### config.mk
export PLATFORM = sky130hd
export DESIGN_NAME = chunk_lru_cache_lookup_unit
export DESIGN_NICKNAME = d
export VERILOG_FILES = /design/src/rtl/clcl_pkg.sv /design/src/rtl/chunk_lru_cache_lookup_unit.sv
export VERILOG_INCLUDE_DIRS = /design/src /design/src/rtl
export SDC_FILE = /design/constraint.sdc
export NUM_CORES = 2
export LEC_CHECK = 0
export BUFFER_PORTS_ARGS = -buffer_cell sky130_fd_sc_hd__buf_2
export CORE_AREA = 2 2 395 397
export CTS_CLUSTER_DIAMETER = 80
export CTS_CLUSTER_SIZE = 20
export DETAILED_ROUTE_END_ITERATION = 12
export DIE_AREA = 0 0 397 399
export PLACE_DENSITY_LB_ADDON = 0.12
export SYNTH_ARGS = -nofsm -noshare
export SYNTH_HDL_FRONTEND = slang
export SYNTH_SLANG_ARGS = --single-unit
### constraint.sdc
create_clock -name clock -period 19.7 [get_ports clock]
set_input_delay 4.925 -clock clock [delete_from_list [all_inputs] [get_ports clock]]
set_output_delay 4.925 -clock clock [all_outputs]
set_load 0.02 [all_outputs]
### src/rtl/chunk_lru_cache_lookup_unit_macros.svh
`ifndef CHUNK_LRU_CACHE_LOOKUP_UNIT_MACROS_SVH
`define CHUNK_LRU_CACHE_LOOKUP_UNIT_MACROS_SVH

// concurrent check on the rising clock, off while reset is high
`define CLCL_CHECK(label, prop, msg) \
   label: assert property (@(posedge clock) disable iff (reset) prop) else $error(msg);

// check sampled in the cycle after the trigger
`define CLCL_CHECK_NEXT(label, trig, prop, msg) \
   label: assert property (@(posedge clock) disable iff (reset) trig |=> prop) else $error(msg);

`endif

### src/rtl/clcl_pkg.sv
`default_nettype none

package clcl_pkg;

   localparam int ROW_W      = 40;
   localparam int NEED_W     = 31;
   localparam int TOTAL_W    = 41;
   localparam int FIELD_W    = 10;
   localparam int SLOT_OUT_W = 4;
   localparam int COUNT_W    = 48;
   localparam int STAMP_W    = 64;
   localparam int BIT_CNT_W  = $clog2(ROW_W);

   localparam int CHUNK_ROWS_DEFAULT = 1000;
   localparam int SLOTS_DEFAULT      = 12;

   typedef struct packed {
      logic [ROW_W-1:0]  row;
      logic [NEED_W-1:0] rows_needed;
   } clcl_req_type;

   typedef struct packed {
      logic                  status;
      logic                  hit;
      logic [SLOT_OUT_W-1:0] slot;
      logic [ROW_W-1:0]      chunk_base_row;
      logic [FIELD_W-1:0]    chunk_rows;
      logic [FIELD_W-1:0]    row_in_chunk;
      logic [FIELD_W-1:0]    rows_granted;
      logic [COUNT_W-1:0]    hit_total;
      logic [COUNT_W-1:0]    miss_total;
      logic [SLOT_OUT_W-1:0] slots_in_use;
   } clcl_rsp_type;

   typedef enum logic [3:0] {
      ST_IDLE,
      ST_DIVIDE,
      ST_QUOT,
      ST_REM,
      ST_BASE,
      ST_CLAMP,
      ST_SCAN,
      ST_UPDATE,
      ST_DONE
   } clcl_state_type;

endpackage

`default_nettype wire

### src/rtl/chunk_lru_cache_lookup_unit.sv
// channel   direction   handshake             beat
// req       in          req_valid/req_stall   clcl_req_type (row, rows_needed)
// rsp       out         rsp_valid/rsp_stall   clcl_rsp_type
// csr       in          csr_wr_en             csr_wr_data (total_rows)
//
// served beat: accept, 2 fold steps, quotient, remainder, base, clamp, SLOTS scan steps,
//    update, then done
// rejected beat: accept then done; no divide and no scan
// reset is synchronous, active high; slot table valid bits clear at once, no sweep
// a held rsp beat does not block the next req; the unit waits in done only to load rsp
`default_nettype none

`include "chunk_lru_cache_lookup_unit_macros.svh"

module chunk_lru_cache_lookup_unit
   import clcl_pkg::*;
#(
   parameter int CHUNK_ROWS = CHUNK_ROWS_DEFAULT,
   parameter int SLOTS      = SLOTS_DEFAULT
) (
   input  wire logic               clock,
   input  wire logic               reset,
   input  wire logic               req_valid,
   output logic                    req_stall,
   input  wire clcl_req_type       req_data,
   output logic                    rsp_valid,
   input  wire logic               rsp_stall,
   output clcl_rsp_type            rsp_data,
   input  wire logic               csr_wr_en,
   input  wire logic [TOTAL_W-1:0] csr_wr_data
);

   localparam int REM_W  = (CHUNK_ROWS > 1) ? $clog2(CHUNK_ROWS) : 1;
   localparam int LEN_W  = $clog2(CHUNK_ROWS + 1);
   localparam int SLOT_W = (SLOTS > 1) ? $clog2(SLOTS) : 1;
   localparam int USE_W  = $clog2(SLOTS + 1);

   localparam int FOLD_W     = 20;
   localparam int FOLD_STEPS = 2;
   localparam int RED_W      = 21;
   localparam int FPROD_W    = ROW_W - FOLD_W + REM_W;
   localparam int RED_SHIFT  = RED_W + REM_W;
   localparam int RECIP_W    = RED_W + 2;
   localparam int RPROD_W    = RED_W + RECIP_W;
   localparam int QUOT_W     = RPROD_W - RED_SHIFT;

   localparam logic [REM_W-1:0]     FOLD_MOD   = REM_W'((64'd1 << FOLD_W) % CHUNK_ROWS);
   localparam logic [RECIP_W-1:0]   RECIP      =
      RECIP_W'(((64'd1 << RED_SHIFT) + 64'(CHUNK_ROWS) - 64'd1) / 64'(CHUNK_ROWS));
   localparam logic [RED_W-1:0]     CHUNK_RED  = RED_W'(CHUNK_ROWS);
   localparam logic [TOTAL_W-1:0]   CHUNK_TOT  = TOTAL_W'(CHUNK_ROWS);
   localparam logic [LEN_W-1:0]     CHUNK_LEN  = LEN_W'(CHUNK_ROWS);
   localparam logic [SLOT_W-1:0]    SLOT_LAST  = SLOT_W'(SLOTS - 1);
   localparam logic [BIT_CNT_W-1:0] BIT_LAST   = BIT_CNT_W'(FOLD_STEPS - 1);

   clcl_state_type state_ff, state_in;

   logic [TOTAL_W-1:0]   total_rows_ff;
   logic [ROW_W-1:0]     row_ff;
   logic [NEED_W-1:0]    need_ff;
   logic [ROW_W-1:0]     div_ff;
   logic [QUOT_W-1:0]    quot_ff;
   logic [REM_W-1:0]     rem_ff;
   logic [BIT_CNT_W-1:0] bit_ff;
   logic                 reject_ff;
   logic [ROW_W-1:0]     base_ff;
   logic [LEN_W-1:0]     len_ff;

   logic [SLOT_W-1:0]    idx_ff;
   logic                 hit_found_ff;
   logic [SLOT_W-1:0]    hit_idx_ff;
   logic [LEN_W-1:0]     hit_rows_ff;
   logic                 free_found_ff;
   logic [SLOT_W-1:0]    free_idx_ff;
   logic [SLOT_W-1:0]    victim_idx_ff;
   logic [STAMP_W-1:0]   victim_stamp_ff;
   logic [SLOT_W-1:0]    slot_ff;
   logic [LEN_W-1:0]     avail_ff;

   logic [SLOTS-1:0]     slot_valid_ff;
   logic [ROW_W-1:0]     slot_base_ff  [SLOTS];
   logic [LEN_W-1:0]     slot_rows_ff  [SLOTS];
   logic [STAMP_W-1:0]   slot_stamp_ff [SLOTS];

   logic [STAMP_W-1:0]   use_clock_ff;
   logic [COUNT_W-1:0]   hit_count_ff;
   logic [COUNT_W-1:0]   miss_count_ff;
   logic [USE_W-1:0]     in_use_ff;

   logic                 rsp_valid_ff;
   clcl_rsp_type         rsp_data_ff;

   logic                 req_take;
   logic                 req_reject;
   logic                 rsp_load;
   logic [FPROD_W-1:0]   fold_prod;
   logic [ROW_W-1:0]     fold_in;
   logic [RPROD_W-1:0]   red_prod;
   logic [RED_W-1:0]     rem_full;
   logic [TOTAL_W-1:0]   tail_rows;
   logic [LEN_W-1:0]     len_in;
   logic [SLOT_W-1:0]    upd_slot;
   logic [LEN_W-1:0]     upd_rows;
   logic [LEN_W-1:0]     rem_ext;
   logic [LEN_W-1:0]     avail_in;
   logic [STAMP_W-1:0]   stamp_in;
   logic [LEN_W-1:0]     grant;
   clcl_rsp_type         rsp_data_in;

   always_ff @(posedge clock) begin
      if (reset) begin
         state_ff <= ST_IDLE;
      end else begin
         state_ff <= state_in;
      end
   end

   always_comb begin
      state_in   = state_ff;
      req_stall  = (state_ff != ST_IDLE);
      req_take   = 1'b0;
      rsp_load   = 1'b0;
      req_reject = ({1'b0, req_data.row} >= total_rows_ff) || (req_data.rows_needed == '0);
      case (state_ff)
         ST_IDLE: begin
            if (req_valid) begin
               req_take = 1'b1;
               state_in = req_reject ? ST_DONE : ST_DIVIDE;
            end
         end
         ST_DIVIDE: begin
            if (bit_ff == BIT_LAST) begin
               state_in = ST_QUOT;
            end
         end
         ST_QUOT: begin
            state_in = ST_REM;
         end
         ST_REM: begin
            state_in = ST_BASE;
         end
         ST_BASE: begin
            state_in = ST_CLAMP;
         end
         ST_CLAMP: begin
            state_in = ST_SCAN;
         end
         ST_SCAN: begin
            if (idx_ff == SLOT_LAST) begin
               state_in = ST_UPDATE;
            end
         end
         ST_UPDATE: begin
            state_in = ST_DONE;
         end
         ST_DONE: begin
            if (!rsp_valid_ff || !rsp_stall) begin
               rsp_load = 1'b1;
               state_in = ST_IDLE;
            end
         end
         default: begin
            state_in = ST_IDLE;
         end
      endcase
   end

   // fold the row by 2^20 mod chunk twice, then reciprocal quotient and remainder
   assign fold_prod = FPROD_W'(div_ff[ROW_W-1:FOLD_W]) * FPROD_W'(FOLD_MOD);
   assign fold_in   = ROW_W'(fold_prod) + ROW_W'(div_ff[FOLD_W-1:0]);
   assign red_prod  = RPROD_W'(div_ff[RED_W-1:0]) * RPROD_W'(RECIP);
   assign rem_full  = div_ff[RED_W-1:0] - (RED_W'(quot_ff) * CHUNK_RED);

   assign tail_rows = total_rows_ff - {1'b0, base_ff};
   assign len_in    = (tail_rows < CHUNK_TOT) ? LEN_W'(tail_rows) : CHUNK_LEN;

   assign upd_slot = hit_found_ff  ? hit_idx_ff  :
                     free_found_ff ? free_idx_ff : victim_idx_ff;
   assign upd_rows = hit_found_ff ? hit_rows_ff : len_ff;
   assign rem_ext  = LEN_W'(rem_ff);
   assign avail_in = (upd_rows > rem_ext) ? (upd_rows - rem_ext) : '0;
   assign stamp_in = use_clock_ff + 1'b1;
   assign grant    = (NEED_W'(avail_ff) < need_ff) ? avail_ff : LEN_W'(need_ff);

   always_ff @(posedge clock) begin
      if (req_take) begin
         row_ff  <= req_data.row;
         need_ff <= req_data.rows_needed;
         div_ff  <= req_data.row;
      end else if (state_ff == ST_DIVIDE) begin
         div_ff <= fold_in;
      end
      if (state_ff == ST_QUOT) begin
         quot_ff <= red_prod[RPROD_W-1:RED_SHIFT];
      end
      if (state_ff == ST_REM) begin
         rem_ff <= rem_full[REM_W-1:0];
      end
      if (state_ff == ST_BASE) begin
         base_ff <= row_ff - ROW_W'(rem_ff);
      end
      if (state_ff == ST_CLAMP) begin
         len_ff <= len_in;
      end
      if (state_ff == ST_SCAN) begin
         if (slot_valid_ff[idx_ff] && (slot_base_ff[idx_ff] == base_ff) && !hit_found_ff) begin
            hit_idx_ff  <= idx_ff;
            hit_rows_ff <= slot_rows_ff[idx_ff];
         end
         if (!slot_valid_ff[idx_ff] && !free_found_ff) begin
            free_idx_ff <= idx_ff;
         end
         // oldest stamp, lowest index on ties; used only when every slot is valid
         if ((idx_ff == '0) || (slot_stamp_ff[idx_ff] < victim_stamp_ff)) begin
            victim_idx_ff   <= idx_ff;
            victim_stamp_ff <= slot_stamp_ff[idx_ff];
         end
      end
      if (state_ff == ST_UPDATE) begin
         slot_ff  <= upd_slot;
         avail_ff <= avail_in;
         slot_stamp_ff[upd_slot] <= stamp_in;
         if (!hit_found_ff) begin
            slot_base_ff[upd_slot] <= base_ff;
            slot_rows_ff[upd_slot] <= len_ff;
         end
      end
      if (rsp_load) begin
         rsp_data_ff <= rsp_data_in;
      end
   end

   always_ff @(posedge clock) begin
      if (reset) begin
         total_rows_ff <= '0;
         bit_ff        <= '0;
         reject_ff     <= 1'b0;
         idx_ff        <= '0;
         hit_found_ff  <= 1'b0;
         free_found_ff <= 1'b0;
         use_clock_ff  <= '0;
         hit_count_ff  <= '0;
         miss_count_ff <= '0;
         in_use_ff     <= '0;
         rsp_valid_ff  <= 1'b0;
         slot_valid_ff <= '0;
      end else begin
         if (csr_wr_en) begin
            total_rows_ff <= csr_wr_data;
         end
         if (req_take) begin
            bit_ff    <= '0;
            reject_ff <= req_reject;
         end else if (state_ff == ST_DIVIDE) begin
            bit_ff <= bit_ff + 1'b1;
         end
         if (state_ff == ST_CLAMP) begin
            idx_ff        <= '0;
            hit_found_ff  <= 1'b0;
            free_found_ff <= 1'b0;
         end
         if (state_ff == ST_SCAN) begin
            idx_ff <= idx_ff + 1'b1;
            if (slot_valid_ff[idx_ff] && (slot_base_ff[idx_ff] == base_ff)) begin
               hit_found_ff <= 1'b1;
            end
            if (!slot_valid_ff[idx_ff]) begin
               free_found_ff <= 1'b1;
            end
         end
         if (state_ff == ST_UPDATE) begin
            use_clock_ff <= stamp_in;
            if (hit_found_ff) begin
               if (hit_count_ff != '1) begin
                  hit_count_ff <= hit_count_ff + 1'b1;
               end
            end else begin
               if (miss_count_ff != '1) begin
                  miss_count_ff <= miss_count_ff + 1'b1;
               end
               slot_valid_ff[upd_slot] <= 1'b1;
               if (free_found_ff) begin
                  in_use_ff <= in_use_ff + 1'b1;
               end
            end
         end
         if (rsp_load) begin
            rsp_valid_ff <= 1'b1;
         end else if (!rsp_stall) begin
            rsp_valid_ff <= 1'b0;
         end
      end
   end

   always_comb begin
      rsp_data_in                = '0;
      rsp_data_in.status         = reject_ff;
      rsp_data_in.hit_total      = hit_count_ff;
      rsp_data_in.miss_total     = miss_count_ff;
      rsp_data_in.slots_in_use   = SLOT_OUT_W'(in_use_ff);
      if (!reject_ff) begin
         rsp_data_in.hit            = hit_found_ff;
         rsp_data_in.slot           = SLOT_OUT_W'(slot_ff);
         rsp_data_in.chunk_base_row = base_ff;
         rsp_data_in.chunk_rows     = FIELD_W'(upd_rows);
         rsp_data_in.row_in_chunk   = FIELD_W'(rem_ff);
         rsp_data_in.rows_granted   = FIELD_W'(grant);
      end
   end

   assign rsp_valid = rsp_valid_ff;
   assign rsp_data  = rsp_data_ff;

   `CLCL_CHECK(a_use_count, (in_use_ff == USE_W'($countones(slot_valid_ff))), "slot use count off")
   `CLCL_CHECK(a_scan_range, (state_ff != ST_SCAN) || (idx_ff <= SLOT_LAST), "scan past table")
   `CLCL_CHECK_NEXT(a_slot_set, (state_ff == ST_UPDATE), slot_valid_ff[slot_ff], "slot not valid")
   `CLCL_CHECK_NEXT(a_hit_mono, 1'b1, (hit_count_ff >= $past(hit_count_ff)), "hit count fell")
   `CLCL_CHECK(a_rsp_src, $rose(rsp_valid_ff) |-> $past(state_ff == ST_DONE), "rsp beat not from done")

endmodule

`default_nettype wire
==> impl.org <==
** Timing
- Setup repair after global routing left no endpoint under its margin.
- Setup TNS :: 0 ns
- Final Hold Violating Endpoints :: 0
- On the final layout, the worst clock skew is between 0.07 and 0.08 ns.
- After layout, the minimum clock period comes to about 7 ns.
- Slew of the pin with the lowest slew margin :: between 1 and 1.5 ns
- Setup violations remaining at the end of the flow were counted as 0.
- Highest achievable clock rate :: ~140 MHz
- Max-slew headroom at the worst pin :: 0.221
- Share of the cycle needed by the critical path after routing :: 0.356
- Slew Viols, Final :: 0

** Clock tree
- Clock buffers created by TritonCTS :: about 120
- CTS tree :: done
- CTS saw between 2k and 2.5k sinks.
- CTS clk-pin slew, worst paths :: 0.08 ns
- Buffer type at the clock tree root :: sky130_fd_sc_hd__clkbuf_16
- Clock tree buffer depth :: 3
- In this run the post-CTS setup repair buffer count came out at 0.
- Count of hold-fix buffers inserted at cts :: 0
- Clock latency on the worst-skew pair, taken at its later pin, is roughly 0.77 ns.
- The H-tree generated during clock tree synthesis spans 3 levels.
- Post-CTS sizing :: 0

** Global route
- Total Routing Usage GR :: 0.273
- Maximum number of pins on one net before global-route repair :: 177
- First-pass GRT wire length :: between 300000 and 400000 um
- Summed over all layers, the global routing overflow is 0.
- The initial antenna violation count is 4.
- Number of global-route vias before repair :: roughly 50k

** Synth
- Synthesized instance count :: 6067
- Synth cell types :: slightly below 90
- Fraction of the yosys area taken by sequential cells :: 0.646
- In the synthesized netlist the dominant register cell turns out to be sky130_fd_sc_hd__edfxtp_1.
- Yosys printed 0 warnings.
- The synthesized design contains roughly 1.8k enable-type register cells.
- Synthesized area divided by synthesized cell count :: around 15 sq um
- Basic-gate share of the synthesized area counting and, or, nand and nor cells :: 0.0690
- Largest family of logic cells by synthesized area :: multiplexers
- Share of synthesized registers carrying an async set or reset :: 0
- Post-synthesis compound-gate area fraction :: 0.0410
- In this run, synthesis produced a sequential element count of 2061.
- Adder and majority gate portion of the synthesized area :: 0.0774
- The portion of synthesized area spent on multiplexers is 0.104.
- Of the total synthesized cell area, the portion taken by XOR and XNOR cells is 0.0345.
- Netlist area before placement :: 0.0921 sq mm
- The number of nets in the synthesized netlist is 6694.

** Place
- Buffers placed on the I/O ports in this run total 294.
- Once detailed placement completed, the half-perimeter wirelength came to between 100000 and 150000 um.
- Cells after DPL :: between 8k and 9k
- Routability-driven placement finished with a final weighted congestion of ~0.90.
- Once placement finished, the instance area stood at just under 0.1 sq mm.

** Route
- In the routed design, unresolved DRC markers number 0.
- Drt wl/cell :: 25.4 um
- Number of DRC markers after the initial detailed-route iteration :: around 4.9k
- Summing over every cut layer, the via total after detailed routing is 51.4k.
- Routed Antenna Nets :: 0
- Summed over all layers, the routed wires come to approximately 210000 um.
- Average via count per standard cell :: approximately 6
- Number of detailed-routing iterations run before antenna repair :: 8

** Cells and area
- The top cell types in the final layout, fill and taps aside, are sky130_fd_sc_hd__edfxtp_1, sky130_fd_sc_hd__inv_1, sky130_fd_sc_hd__nor2_1.
- Leaving out fill and tap cells, the most frequent cell in the layout is sky130_fd_sc_hd__edfxtp_1.
- The finished cells cover 0.0996 sq mm.
- Compared with the post-synthesis result, the final layout area differs by 8.12%.
- NumNets Final :: between 6k and 7k
- Core Util, Final :: 0.648
- The finished layout holds between 8k and 9k standard cells, fillers aside.
- Share of final-layout standard cells stronger than drive strength 1 :: 0.144

** Setup path
- Kind of end point of the critical path :: output pin
- STA classifies the critical path startpoint as a flip-flop.
- For the worst setup path, the data arrival time is roughly 2.1 ns.
- On the worst path, the slowest cell contributes a delay of 0.46 ns.
- Maximum fanout count along the critical path :: 17
- The critical path goes through nor4_2 > buf_4 > inv_1 > buf_2.
- By startpoint and endpoint, the worst setup path is classified as flip-flop to output pin.
- The number of cells on the worst reg-to-reg path is 14.
- In this run the register-to-register setup slack is 12.69 ns.
- Cell type of the slowest stage on the worst timing path :: sky130_fd_sc_hd__dfxtp_1
- Data on the critical path is required at its endpoint by 14.78 ns.
- In this run the critical register-to-register path is captured at hit_rows_ff[6].

** Min path
- The worst hold path belongs to the class flip-flop to flip-flop.
- Hold depth :: 0
- End point of the worst hold path :: rsp_data[3]
- In this run the most critical hold path is launched from in_use_ff[3].

** Die
- approximately 300 I/O pins were placed.
- Die boundary width :: roughly 400 um
- Placeable core area :: 0.154 sq mm
- FP Rows :: around 140
- For this configuration, the core starts out at a cell density of 0.599.
- In this run the vertical extent of the chip is between 300 and 400 um.
- The die covers approximately 0.16 sq mm.

** Power and ir drop
- For this design the ratio of total power to cell area is roughly 160 mW/mm^2.
- Reported leakage power :: approximately 35 nW
- IR analysis of the VDD net gives a maximum drop of roughly 540 uV.

** Run status
- Outcome :: finished clean

** Flow run
- Max Cap Viol :: 0
-- registers in the layout, summed over array words and instances (netlist names), 6 cells and up, named ones only --
name	cells
slot_stamp_ff	768
slot_base_ff	480
rsp_data	176
slot_rows_ff	120
use_clock_ff	64
victim_stamp_ff	64
hit_count_ff	48
miss_count_ff	48
total_rows_ff	41
base_ff	40
div_ff	40
row_ff	40
need_ff	31
slot_valid_ff	12
avail_ff	10
hit_rows_ff	10
len_ff	10
rem_ext	10
quot_ff	7
bit_ff	6
-- layout make-up --
| class | instances | area, sq um |
|---|---|---|
| Sequential cell | 2061 | 59500 |
| Fill cell | 11002 | 54100 |
| Multi-Input combinational cell | 3346 | 30200 |
| Clock buffer | 196 | 3320 |
| Tap cell | 2044 | 2560 |
| Timing Repair Buffer | 363 | 2040 |
| Inverter | 451 | 1700 |
| Clock inverter | 17 | 238 |
| Antenna cell | 1 | 2.50 |
-- critical path: cells and delay by family, from the launching register on --
kind,cells,cell delay (ns)
buf+inv,3,0.64
flops,1,0.46
simple gates,1,0.28
-- metrics by stage --
step | total power (W) | setup WS (ns) | hold slack [ns]
detailed placement | 0.0129 | 11.93 | 0.431
floorplan | 0.0111 | 5.53 | 0.417
global placement | 0.0129 | 11.99 | 0.435
CTS | 0.0156 | 12.54 | 0.451
finish | 0.0155 | 12.68 | 0.448
global route | 0.0169 | 12.06 | 0.474
-- worst max-delay path by stage --
stage,start,to,depth (start not counted)
global placement,req_valid,div_ff[10],6
finish,state_ff[0],req_stall,4
detailed placement,req_valid,div_ff[13],5
global route,flip-flop,hit_rows_ff[4],14
CTS,flip-flop,hit_rows_ff[4],14
floorplan,rsp_stall,rsp_data[0],1
-- routing by layer --
layer | global-route usage | vias to the layer above | wire, um
met5 | 0 | - | 13
met3 | 0.0358 | 217 | 14200
met4 | 0.0609 | 2 | 4260
met2 | 0.423 | 1628 | 98900
li1 | - | 23171 | -
met1 | 0.418 | 26416 | 97600
-- report_power, final --
group	internal (W)	switching (W)	total (W)
clock	0.00118	0.00139	0.00257
sequential	0.00506	0.000220	0.00528
combinational	0.00341	0.00428	0.00769
total	0.00965	0.00589	0.0155
-- Yosys cell counts, drive strengths merged (12+ instances only) --
cell | n | share of area
nor2b | 51 | 0.0035
nand4 | 82 | 0.0057
buf | 95 | 0.0049
a21oi | 173 | 0.0095
a211oi | 13 | 0.0011
dfxtp | 239 | 0.052
nor3 | 75 | 0.0042
mux4 | 345 | 0.084
o21ai | 224 | 0.012
nand3 | 107 | 0.0061
ha | 410 | 0.056
inv | 450 | 0.018
and3 | 59 | 0.0041
nand2 | 344 | 0.014
xor2 | 158 | 0.015
and4 | 17 | 0.0016
nand2b | 39 | 0.0026
edfxtp | 1822 | 0.59
a31oi | 13 | 0.00088
nor4 | 37 | 0.0032
o21a | 28 | 0.0023
mux2i | 171 | 0.019
clkbuf | 114 | 0.0046
o211ai | 12 | 0.00098
and2 | 20 | 0.0014
nor2 | 426 | 0.017
fa | 100 | 0.022
or3 | 37 | 0.0025
a21o | 78 | 0.0064
xnor2 | 205 | 0.019
-- cells by family after synthesis --
kind of cell    after synthesis
fa+ha+maj                   510
mux                         524
buf+inv                     660
xor+xnor                    363
simple gates               1326
flops                      2061
compound gates              623
Note: power is estimated with default switching activity, not from simulation.
